## config.mk

```make
export PLATFORM = sky130hd
export DESIGN_NAME = life_generation_row_stencil
export DESIGN_NICKNAME = d
export VERILOG_FILES = /design/src/design/lgrs_pkg.sv /design/src/design/lgrs_stencil.sv /design/src/design/life_generation_row_stencil.sv
export SDC_FILE = /design/constraint.sdc
export NUM_CORES = 1
export LEC_CHECK = 0
export BUFFER_PORTS_ARGS = -buffer_cell sky130_fd_sc_hd__buf_2
export CORE_ASPECT_RATIO = 1.25
export CORE_MARGIN = 2
export CORE_UTILIZATION = 55
export CTS_CLUSTER_SIZE = 25
export DETAILED_ROUTE_END_ITERATION = 8
export PLACE_DENSITY = 0.8
export RECOVER_POWER = 25
export SLEW_MARGIN = 20
export SYNTH_ARGS = -nofsm -noshare
export SYNTH_HDL_FRONTEND = slang
export SYNTH_SLANG_ARGS = --single-unit
```

## constraint.sdc

```tcl
create_clock -name i_clk -period 17.5 [get_ports i_clk]
set_clock_uncertainty 0.15 [all_clocks]
set_input_delay 1.75 -clock i_clk [delete_from_list [all_inputs] [get_ports i_clk]]
set_output_delay 1.75 -clock i_clk [all_outputs]
set_load 0.03 [all_outputs]
```

## src/design/lgrs_pkg.sv

```systemverilog
// shared types and constants for the life generation row stencil
package lgrs_pkg;

    localparam int DATA_W    = 64;  // width of a row on the stream ports
    localparam int CNT_W     = 11;  // rows register and row counter width
    localparam int COLS_W    = 7;   // cols register width
    localparam int IDX_W     = 10;  // result row index width
    localparam int CFG_IDX_W = 8;
    localparam int CFG_DAT_W = 16;
    localparam int OUT_TDATA_W = ((DATA_W + IDX_W + 7) / 8) * 8;

    // configuration register indexes
    typedef enum logic [CFG_IDX_W-1:0] {
        CFG_ROWS = 8'd0,
        CFG_COLS = 8'd1
    } t_cfg_idx;

endpackage

```

## src/design/lgrs_stencil.sv

```systemverilog
// b3/s23 next-state logic for one row from its upper and lower neighbor rows
module lgrs_stencil #(
    parameter int WIDTH = 64
) (
    input  logic [WIDTH-1:0] i_up,
    input  logic [WIDTH-1:0] i_mid,
    input  logic [WIDTH-1:0] i_down,
    output logic [WIDTH-1:0] o_next
);
    import lgrs_pkg::*;

    // zero cells padded on both sides so edge columns see dead neighbors
    logic [WIDTH+1:0] w_up;
    logic [WIDTH+1:0] w_mid;
    logic [WIDTH+1:0] w_down;

    assign w_up   = {1'b0, i_up,   1'b0};
    assign w_mid  = {1'b0, i_mid,  1'b0};
    assign w_down = {1'b0, i_down, 1'b0};

    for (genvar c = 0; c < WIDTH; c++) begin : g_col
        logic [3:0] w_cnt;
        assign w_cnt = 4'(w_up[c]) + 4'(w_up[c+1]) + 4'(w_up[c+2])
                     + 4'(w_mid[c]) + 4'(w_mid[c+2])
                     + 4'(w_down[c]) + 4'(w_down[c+1]) + 4'(w_down[c+2]);
        assign o_next[c] = (w_cnt == 4'd3) || ((w_cnt == 4'd2) && i_mid[c]);
    end

endmodule

```

## src/design/life_generation_row_stencil.sv

```systemverilog
// top level: one b3/s23 generation over a grid streamed one row per item
//
// usage
//   - s_axis carries one grid row per item, bit k of tdata is column k (1 alive);
//     bits at and above the cols setting are ignored
//   - m_axis carries result rows: tdata holds the next-generation row and its
//     grid row index, tlast marks the last row of the frame
//   - the cfg channel writes rows (index 0) and cols (index 1); it is always
//     ready and a write lands at once, other indexes are dropped
//   - the result for row r leaves after row r+1 is taken; the last row of a
//     frame releases two results, the row before it and itself; a one-row
//     frame gives one result; the first row of a longer frame gives none
//   - a row is registered in the input stage, then its result in the output register
//   - throughput: one row per cycle while m_axis is not stalled; the last row of a
//     frame holds the input stage while its two results drain through the single
//     stencil unit
//   - a stalled m_axis holds the output register; s_axis_tready drops once a row
//     that gives a result waits in the input stage
//   - reset: rows and cols return to 64, held rows and the row counter clear,
//     both stages empty
module life_generation_row_stencil #(
    parameter int ROW_WIDTH = 64,
    parameter int MAX_ROWS  = 1024
) (
    input  logic                                 i_clk,
    input  logic                                 i_rst_n,
    // input rows
    input  logic                                 s_axis_tvalid,
    output logic                                 s_axis_tready,
    input  logic [lgrs_pkg::DATA_W-1:0]          s_axis_tdata,   // cur_row
    // result rows
    output logic                                 m_axis_tvalid,
    input  logic                                 m_axis_tready,
    output logic [lgrs_pkg::OUT_TDATA_W-1:0]     m_axis_tdata,   // next_row, row_index, zero pad
    output logic                                 m_axis_tlast,   // frame_done
    // configuration writes
    input  logic                                 i_cfg_valid,
    output logic                                 o_cfg_ready,
    input  logic [lgrs_pkg::CFG_IDX_W-1:0]       i_cfg_index,
    input  logic [lgrs_pkg::CFG_DAT_W-1:0]       i_cfg_data
);
    import lgrs_pkg::*;

    // rows clamp, capped at what the row counter can hold
    localparam int RowsCap = (MAX_ROWS > (2**CNT_W - 1)) ? (2**CNT_W - 1) : MAX_ROWS;
    localparam logic [CNT_W-1:0]  RowsCapL = CNT_W'(RowsCap);
    localparam logic [COLS_W-1:0] ColsCapL = COLS_W'(ROW_WIDTH);

    // configuration registers
    logic [CNT_W-1:0]  r_rows;
    logic [COLS_W-1:0] r_cols;

    // frame state
    logic [ROW_WIDTH-1:0] r_held0;  // row r-1
    logic [ROW_WIDTH-1:0] r_held1;  // row r-2
    logic [CNT_W-1:0]     r_rows_seen;

    // input stage: one accepted row with its neighbors
    logic                 r_s1_valid;
    logic                 r_s1_phase;   // first result already sent
    logic                 r_s1_has_a;   // result for the row above exists
    logic                 r_s1_last;    // also emit the current row itself
    logic [CNT_W-1:0]     r_s1_k;
    logic [ROW_WIDTH-1:0] r_s1_up;
    logic [ROW_WIDTH-1:0] r_s1_mid;
    logic [ROW_WIDTH-1:0] r_s1_cur;

    // output register
    logic                 r_o_valid;
    logic [ROW_WIDTH-1:0] r_o_row;
    logic [IDX_W-1:0]     r_o_idx;
    logic                 r_o_last;

    logic [CNT_W-1:0]     w_eff_rows;
    logic [COLS_W-1:0]    w_eff_cols;
    logic [ROW_WIDTH-1:0] w_mask;
    logic [ROW_WIDTH-1:0] w_cur;
    logic                 w_accept;
    logic                 w_in_last;
    logic                 w_in_has_a;
    logic                 w_sel_b;
    logic                 w_final;
    logic                 w_out_load;
    logic                 w_s1_done;
    logic [ROW_WIDTH-1:0] w_st_up;
    logic [ROW_WIDTH-1:0] w_st_mid;
    logic [ROW_WIDTH-1:0] w_st_down;
    logic [ROW_WIDTH-1:0] w_st_next;
    logic [CNT_W-1:0]     w_res_k;

    // effective settings, zero acts as one and values past the cap clamp
    always_comb begin
        w_eff_rows = r_rows;
        if (w_eff_rows == '0) w_eff_rows = CNT_W'(1);
        if (w_eff_rows > RowsCapL) w_eff_rows = RowsCapL;
        w_eff_cols = r_cols;
        if (w_eff_cols == '0) w_eff_cols = COLS_W'(1);
        if (w_eff_cols > ColsCapL) w_eff_cols = ColsCapL;
    end

    for (genvar c = 0; c < ROW_WIDTH; c++) begin : g_mask
        assign w_mask[c] = COLS_W'(c) < w_eff_cols;
    end

    assign w_cur      = s_axis_tdata[ROW_WIDTH-1:0] & w_mask;
    assign w_accept   = s_axis_tvalid && s_axis_tready;
    assign w_in_has_a = (r_rows_seen != '0);
    assign w_in_last  = ({1'b0, r_rows_seen} + (CNT_W+1)'(1)) >= {1'b0, w_eff_rows};

    // the input stage emits the row-above result first, then, on a frame's last row, its own row
    assign w_sel_b    = !r_s1_has_a || r_s1_phase;
    assign w_final    = w_sel_b || !r_s1_last;
    assign w_out_load = r_s1_valid && (!r_o_valid || m_axis_tready);
    assign w_s1_done  = w_out_load && w_final;

    assign s_axis_tready = !r_s1_valid || w_s1_done;
    assign o_cfg_ready   = 1'b1;

    // held rows are masked again in case cols shrank since they were stored
    assign w_st_up   = (w_sel_b ? r_s1_mid : r_s1_up) & w_mask;
    assign w_st_mid  = (w_sel_b ? r_s1_cur : r_s1_mid) & w_mask;
    assign w_st_down = w_sel_b ? '0 : r_s1_cur;
    assign w_res_k   = w_sel_b ? r_s1_k : (r_s1_k - CNT_W'(1));

    lgrs_stencil #(
        .WIDTH (ROW_WIDTH)
    ) u_stencil (
        .i_up   (w_st_up),
        .i_mid  (w_st_mid),
        .i_down (w_st_down),
        .o_next (w_st_next)
    );

    // configuration writes
    always_ff @(posedge i_clk) begin
        if (!i_rst_n) begin
            r_rows <= CNT_W'(64);
            r_cols <= COLS_W'(64);
        end else if (i_cfg_valid && o_cfg_ready) begin
            unique case (t_cfg_idx'(i_cfg_index))
                CFG_ROWS: r_rows <= i_cfg_data[CNT_W-1:0];
                CFG_COLS: r_cols <= i_cfg_data[COLS_W-1:0];
                default:  ;
            endcase
        end
    end

    // frame state: shift held rows, clear on the last row
    always_ff @(posedge i_clk) begin
        if (!i_rst_n) begin
            r_held0     <= '0;
            r_held1     <= '0;
            r_rows_seen <= '0;
        end else if (w_accept) begin
            if (w_in_last) begin
                r_held0     <= '0;
                r_held1     <= '0;
                r_rows_seen <= '0;
            end else begin
                r_held1     <= r_held0;
                r_held0     <= w_cur;
                r_rows_seen <= r_rows_seen + CNT_W'(1);
            end
        end
    end

    // input stage; rows that give no result never occupy it
    always_ff @(posedge i_clk) begin
        if (!i_rst_n) begin
            r_s1_valid <= 1'b0;
            r_s1_phase <= 1'b0;
        end else if (w_accept) begin
            r_s1_valid <= w_in_has_a || w_in_last;
            r_s1_phase <= 1'b0;
        end else if (w_s1_done) begin
            r_s1_valid <= 1'b0;
            r_s1_phase <= 1'b0;
        end else if (w_out_load) begin
            r_s1_phase <= 1'b1;
        end
    end

    always_ff @(posedge i_clk) begin
        if (w_accept) begin
            r_s1_has_a <= w_in_has_a;
            r_s1_last  <= w_in_last;
            r_s1_k     <= r_rows_seen;
            r_s1_up    <= r_held1;
            r_s1_mid   <= r_held0;
            r_s1_cur   <= w_cur;
        end
    end

    // output register
    always_ff @(posedge i_clk) begin
        if (!i_rst_n) begin
            r_o_valid <= 1'b0;
        end else if (w_out_load) begin
            r_o_valid <= 1'b1;
        end else if (m_axis_tready) begin
            r_o_valid <= 1'b0;
        end
    end

    always_ff @(posedge i_clk) begin
        if (w_out_load) begin
            r_o_row  <= w_st_next & w_mask;
            r_o_idx  <= w_res_k[IDX_W-1:0];
            r_o_last <= w_sel_b;
        end
    end

    assign m_axis_tvalid = r_o_valid;
    assign m_axis_tlast  = r_o_last;
    assign m_axis_tdata  = {(OUT_TDATA_W - DATA_W - IDX_W)'(0), r_o_idx,
                            DATA_W'(r_o_row)};

endmodule

```

# Yosys cells after proc, flatten, opt, wreduce, memory -nomap -nowiden

Cells that the tools add are included.
Widths: inputs -> output; s select.

Muxes and demuxes: 15
Bitwise operators: 5
Shifts and indexed selects: 0
$mul: 0
Equal/unequal tests: 129
Add/sub/neg operators: 444
Reduce and logical (&&, ||, !) cells: 149
Magnitude comparators: 67
Div/mod/pow operators: 0

Operators by type and width:

| operator              | count |
|---|---|
| $add 4x1->4           | 377 |
| $eq 4x2->1 const B    | 128 |
| $mux 64               | 5 |
| $and 64x64->64        | 4 |
| $lt 6x7->1 const A    | 32 |
| $add 1x1->2           | 63 |
| $lt 5x7->1 const A    | 16 |
| $logic_or 1x1->1      | 69 |
| $logic_and 1x1->1     | 67 |
| $lt 4x7->1 const A    | 8 |
| $mux 11               | 3 |
| $lt 3x7->1 const A    | 4 |
| $lt 1x7->1 const A    | 2 |
| $lt 2x7->1 const A    | 2 |
| $mux 7                | 2 |
| $add 11x1->12 const B | 1 |
| $ge 12x11->1          | 1 |
| $add 11x1->11 const B | 1 |
| $gt 11x11->1 const B  | 1 |
| $logic_not 11->1      | 1 |
| $reduce_bool 11->1    | 1 |
| $mux 10               | 1 |
| $sub 10x1->10 const B | 1 |
| $eq 8x1->1 const B    | 1 |
| 10 further kinds      | 18 |

Flip-flop bits (word level): 439
Memory bits (writable): 0
ROM bits: 0
Memories: 0
Bits of input ports: 93
Latch bits: 0
Output and inout port bits: 84
Logic and storage cells: 826

# Logic depth before layout (Yosys ltp)

Depth after elaboration: 17
Gate-level depth with buffers: 20
Gate-level depth less buffers: 16

# Cells and area by module

A second synthesis with hierarchy kept.

Cells, all modules: 2751
Area, all modules: 28732.6 um2

By module, submodules not included:

| module                      | area each (um2) | seq. area each (um2) | cells an instance | instances |
|---|---|---|---|---|
| life_generation_row_stencil | 18022.3         | 11581.1              | 1554              | 1 |
| lgrs_stencil                | 10710.3         | 0.0                  | 1197              | 1 |

# Worst setup path before layout

OpenSTA, ideal clock, no wires.

Path type: input-to-reg
From: in m_axis_tready
To: reg r_held1[10]
Library setup time: 0.060 ns
Cell stages on the path: 7
Arrival: 7.665 ns
Data required time: 17.290 ns
Path buffers: 2
Setup slack: 9.625 ns
Cell sequence: nand2b_1 o211a_1 o311a_4 and3_1 buf_2 clkbuf_1 a22o_1

Longest elaborated chain between the ends: 5

Ends and longest elaborated chain:

| item                   | RTL line                           | RTL |
|---|---|---|
| start: declaration     | life_generation_row_stencil.sv:33  | `input logic m_axis_tready,` |
| $logic_or 1x1->1       | life_generation_row_stencil.sv:113 | `assign w_out_load = r_s1_valid && (!r_o_valid \|\| m_axis_tready);` |
| $logic_and 1x1->1      | life_generation_row_stencil.sv:113 |  |
| $logic_and 1x1->1      | life_generation_row_stencil.sv:114 | `assign w_s1_done = w_out_load && w_final;` |
| $logic_or 1x1->1       | life_generation_row_stencil.sv:116 | `assign s_axis_tready = !r_s1_valid \|\| w_s1_done;` |
| $logic_and 1x1->1      | life_generation_row_stencil.sv:106 | `assign w_accept = s_axis_tvalid && s_axis_tready;` |
| named net w_accept     | life_generation_row_stencil.sv:78  | `logic w_accept;` |
| end signal: assignment | life_generation_row_stencil.sv:160 | `r_held1 <= r_held0;` |
| end: declaration       | life_generation_row_stencil.sv:55  | `logic [ROW_WIDTH-1:0] r_held1;` |

The timed path passes the listed nets, and every way through them passes these cells.
A chain may end at the register's enable or synchronous reset.

# Worst setup path in the final report

From: reg r_s1_has_a
To: reg r_o_row[33], data pin

Longest elaborated chain between the ends: 15
Elaborated cells on any way between the ends: 19
Classes of those cells: 7 x add/sub; 2 x eq/ne; 3 x mux; 3 x bitwise; 4 x reduce/logical

Ends and longest elaborated chain:

| item                     | RTL line                           | RTL |
|---|---|---|
| start: declaration       | life_generation_row_stencil.sv:61  | `logic r_s1_has_a;` |
| start signal: assignment | life_generation_row_stencil.sv:185 | `r_s1_has_a <= w_in_has_a;` |
| $logic_not 1->1 *        | life_generation_row_stencil.sv:111 | `assign w_sel_b = !r_s1_has_a \|\| r_s1_phase;` |
| $logic_or 1x1->1 *       | life_generation_row_stencil.sv:111 |  |
| $mux 64                  | life_generation_row_stencil.sv:120 | `assign w_st_up = (w_sel_b ? r_s1_mid : r_s1_up) & w_mask;` |
| $and 64x64->64           | life_generation_row_stencil.sv:120 |  |
| $add 1x1->2              | lgrs_stencil.sv:23                 | `assign w_cnt = 4'(w_up[c]) + 4'(w_up[c+1]) + 4'(w_up[c+2])` |
| $add 4x1->4              | lgrs_stencil.sv:23                 |  |
| $add 4x1->4 (2 in a row) | lgrs_stencil.sv:24                 | `+ 4'(w_mid[c]) + 4'(w_mid[c+2])` |
| $add 4x1->4 (3 in a row) | lgrs_stencil.sv:25                 | `+ 4'(w_down[c]) + 4'(w_down[c+1]) + 4'(w_down[c+2]);` |
| $eq 4x2->1               | lgrs_stencil.sv:26                 | `assign o_next[c] = (w_cnt == 4'd3) \|\| ((w_cnt == 4'd2) && i_mid[c]);` |
| $logic_and 1x1->1        | lgrs_stencil.sv:26                 |  |
| $logic_or 1x1->1 *       | lgrs_stencil.sv:26                 |  |
| $and 64x64->64 *         | life_generation_row_stencil.sv:207 | `r_o_row <= w_st_next & w_mask;` |
| end signal: assignment   | life_generation_row_stencil.sv:207 |  |
| end: declaration         | life_generation_row_stencil.sv:70  | `logic [ROW_WIDTH-1:0] r_o_row;` |

Every way passes the cells marked *; elsewhere a longest branch is shown, timed or not.

==> metrics.md <==
| Metric | Value |
|---|---|
| Area of the multi-input gates | `14700 um2` |
| Hold crit path type | `flop to flop` |
| Req. time, crit path | `17.64 ns` |
| Core area | `51300 um2` |
| Clock Power Share | `just under 30%` |
| Resized cells post-CTS | `0` |
| Slew of the pin with the lowest slew margin | `1.15 ns` |
| Vias in the first global route | `21709` |
| Top FF cell, synth | `edfxtp_1` |
| Internal Pwr Total | `roughly 2.3 mW` |
| Total CTS buffers | `45` |
| Cell area after synthesis | `28500 um2` |
| Post-synth EDFFs | `~280` |
| Clk buf depth | `3` |
| Root Driver | `clkbuf_16` |
| Count of boundary I/O pins | `~180` |
| First-pass GRT wire length | `108 mm` |
| Die height | `258 um` |
| Initial detailed-routing violation count | `1230` |
| Hold bufs inserted after CTS | `0` |
| Reg area | `11600 um2` |
| Crit path launch | `r_s1_has_a` |
| Sw Ratio | `34.0%` |
| Total detailed-routing wirelength | `between 60 and 70 mm` |
| Post-route clock period utilization | `41.2%` |
| Setup CP Type | `flop to flop` |
| Sink Count | `439` |
| GRT Total Usage | `between 20% and 30%` |
| Area grow syn2layout | `10.1%` |
| Final hold slack | `0.282 ns` |
| Drt pass-1 iters | `6` |
| Die X | `208 um` |
| Filler cells | `3953` |
| Clock Latency Late Sink | `0.58 ns` |
| Yosys cell types | `55` |
| Sequential fraction of the synthesis area | `40.7%` |
| Crit path cell chain | `nor2b_1 -> buf_12 -> inv_4 -> buf_4 -> buf_4 -> nand2_1 -> a21oi_1 -> ha_1 -> inv_1 -> fa_1 -> inv_1 -> fa_1 -> inv_1 -> fa_1 -> fa_1 -> nor3_1 -> mux2i_1 -> a2111oi_0` |
| Via count | `20084` |
| DP HPWL | `48.7 mm` |
| Largest net degree at the start of global routing | `164` |
| VDD IR-drop max | `0.0692 mV` |
| Cell row count | `93` |
| Reg power frac | `35.4%` |
| Synth Warn # | `0` |
| CP peak stage delay | `0.84 ns` |
| R2R Path End | `r_o_row[33]` |
| Final setup TNS | `0 ns` |
| Max-cap viol count | `0` |
| Maximum clock frequency | `139 MHz` |
| R2R depth | `18` |
| Syn Inst Count | `about 2700` |
| CP max stage cell | `buf_4` |
| GRT Residual Overflow | `0` |
| RSZ-0062 raised after global routing | `no` |
| Worst r2r src | `r_s1_has_a` |
| Crit path DAT | `7.34 ns` |
| Buf/Inv on CP | `7` |
| Most frequent CP cell | `fa_1` |
| P_sw | `roughly 1.2 mW` |
| DR WL/cell | `19.1 um` |
| Slew Limit Fails | `0` |
| Hold Vio Cnt, Final | `0` |
| Crit path capture | `r_o_row[33]` |
| CTS tree | `built` |
| Layout Nets | `between 3000 and 4000` |
| Pwr Density | `111 nW/um2` |
| Crit path max-delay family | `buffers and inverters` |
| Slew HR | `23.2%` |
| Logic pwr share | `35.5%` |
| Die area | `53600 um2` |
| Setup crit start kind | `flop` |
| R2R Setup Slk | `10.29 ns` |
| Critical path endpoint category | `flop` |
| Detail Route Antenna Nets | `0` |
| Min Tclk post-route | `7.21 ns` |
| Syn Area/Cell | `about 11 um2` |
| Share of cells above drive strength 1 | `approximately a tenth` |
| Initial Util | `55.5%` |
| CP Max Fanout | `163` |
| Setup Buffers After CTS | `0` |
| Status | `finished clean` |
| Ys async rst share | `0%` |
| Initial antenna violation count | `2` |
| Critical Path Stages | `18` |
| Final setup fails | `0` |
| Clock transition at path regs | `0.07 ns` |
| H-tree depth | `2` |
| Global placement routability congestion | `around 0.91` |
| Port bufs | `164` |
| Via-per-instance ratio | `5.76` |
| P_leak | `between 10 and 15 nW` |
| FF+latch count, synth | `439` |
| Drt drc | `0` |
[per-layer routing]
metal  global-route usage (%)  vias up  wire length [um]
met5                        0        -                 0
li1                         -     9175                 -
met2                     45.3      628             34600
met4                     13.7        0              3460
met3                     3.14      195              3300
met1                     28.9    10086             25400
[cells by family after synthesis]
logic type               count (synthesis)  synth area share (%)
AND/OR/NAND/NOR                        665                  11.4
adder cells (fa/ha/maj)                453                  26.5
AO/OA/AOI/OAI                          434                  10.7
buffers and inverters                  581                  8.06
multiplexers                            58                  2.04
other                                    2                0.0264
XOR/XNOR                                20                 0.615
flip-flops                             439                  40.7
[area by class of cell]
class / instances / area share, %
sequential: 439 / 36.9
timing repair buffer: 178 / 2.96
clock inverter: 26 / 0.918
multi-input combinational: 1637 / 46.7
tap: 665 / 2.65
antenna: 1 / 0.00798
clock buffer: 58 / 4.04
inverter: 481 / 5.76
[power by group through the flow]
stage | clock network (mW) | logic, mW | registers, mW
CTS | 1.03 | 1.24 | 1.23
finish | 1.01 | 1.24 | 1.23
floorplan | 0 | 0.867 | 1.28
detailed placement | 0 | 1.22 | 1.25
global route | 1.07 | 1.42 | 1.24
global placement | 0 | 1.10 | 1.25
[how the worst min path moves through the flow]
stage               slack [ns]            from  cells after the start     endpoint
global placement          0.27      r_held1[9]                      0   r_s1_up[9]
floorplan                 0.26  r_rows_seen[6]                      0    r_s1_k[6]
global route              0.29     r_held1[48]                      0  r_s1_up[48]
CTS                       0.28     r_held1[54]                      0  r_s1_up[54]
detailed placement        0.27     r_held1[27]                      0  r_s1_up[27]
finish                    0.28     r_held1[54]                      0  r_s1_up[54]
[cell usage after synthesis, types with 3 or more instances]
cell type,n,area [um2]
a2111oi_0,59,517
a21boi_0,5,37.5
a21o_1,7,52.6
a21oi_1,161,806
a22o_1,131,1150
a31oi_1,43,269
a41oi_1,3,26.3
and2_1,16,100
and3_1,7,43.8
and3b_1,17,149
buf_1,4,15.0
buf_2,7,35.0
buf_4,8,60.1
buf_6,10,113
clkbuf_1,71,267
dfxtp_1,160,3200
edfxtp_1,279,8380
fa_1,251,5020
ha_1,202,2530
inv_1,479,1800
mux2i_1,58,581
nand2_1,303,1140
nand2b_1,25,156
nand3_1,8,40.0
nand4_1,4,25.0
nand4b_1,4,35.0
nor2_1,80,300
nor2b_1,114,713
nor3_1,9,45.0
nor4_1,32,200
o21a_1,4,30.0
o21ai_0,5,25.0
o31ai_1,4,30.0
or2_2,29,181
or3_1,9,56.3
xnor2_1,11,96.3
xor2_1,9,78.8
[cells in the final DEF, fill, tap and decap left out, types with 11 or more instances in the layout]
cell       instances
inv_1            479
nand2_1          303
edfxtp_1         279
fa_1             251
ha_1             202
buf_2            163
a21oi_1          161
dfxtp_1          160
a22o_1           131
nor2b_1          113
nor2_1            79
a2111oi_0         59
mux2i_1           58
clkbuf_16         47
a31oi_1           43
nor4_1            32
or2_2             26
nand2b_1          25
and3b_1           17
xnor2_1           11
buf_4             11
[registers in the layout, summed over array words and instances, names as in the netlist]
name and count:
r_rows_seen 11, r_held1 64, r_s1_has_a 1, r_s1_k 10
r_s1_cur 64, r_s1_last 1, r_held0 64, r_rows 11
r_s1_phase 1, r_s1_valid 1, r_cols 7, m_axis_tvalid 1
r_o_idx 10, r_s1_mid 64, r_s1_up 64, r_o_row 64
m_axis_tlast 1
[stage by stage]
step | total power, mW | cells | util, % | cell area, um2 | setup slack (ns)
after floorplan | 2.15 | 2657 | - | 28500 | 9.63
after global placement | 2.35 | 3400 | 58.1 | 29800 | 10.90
after detailed placement | 2.47 | 3400 | 58.1 | 29800 | 10.80
after CTS | 3.50 | 3484 | 61.1 | 31400 | 10.76
after global routing | 3.73 | 3485 | 61.1 | 31400 | 10.34
final | 3.48 | 3485 | 61.1 | 31400 | 10.29
Power figures use the tool's default switching activity.
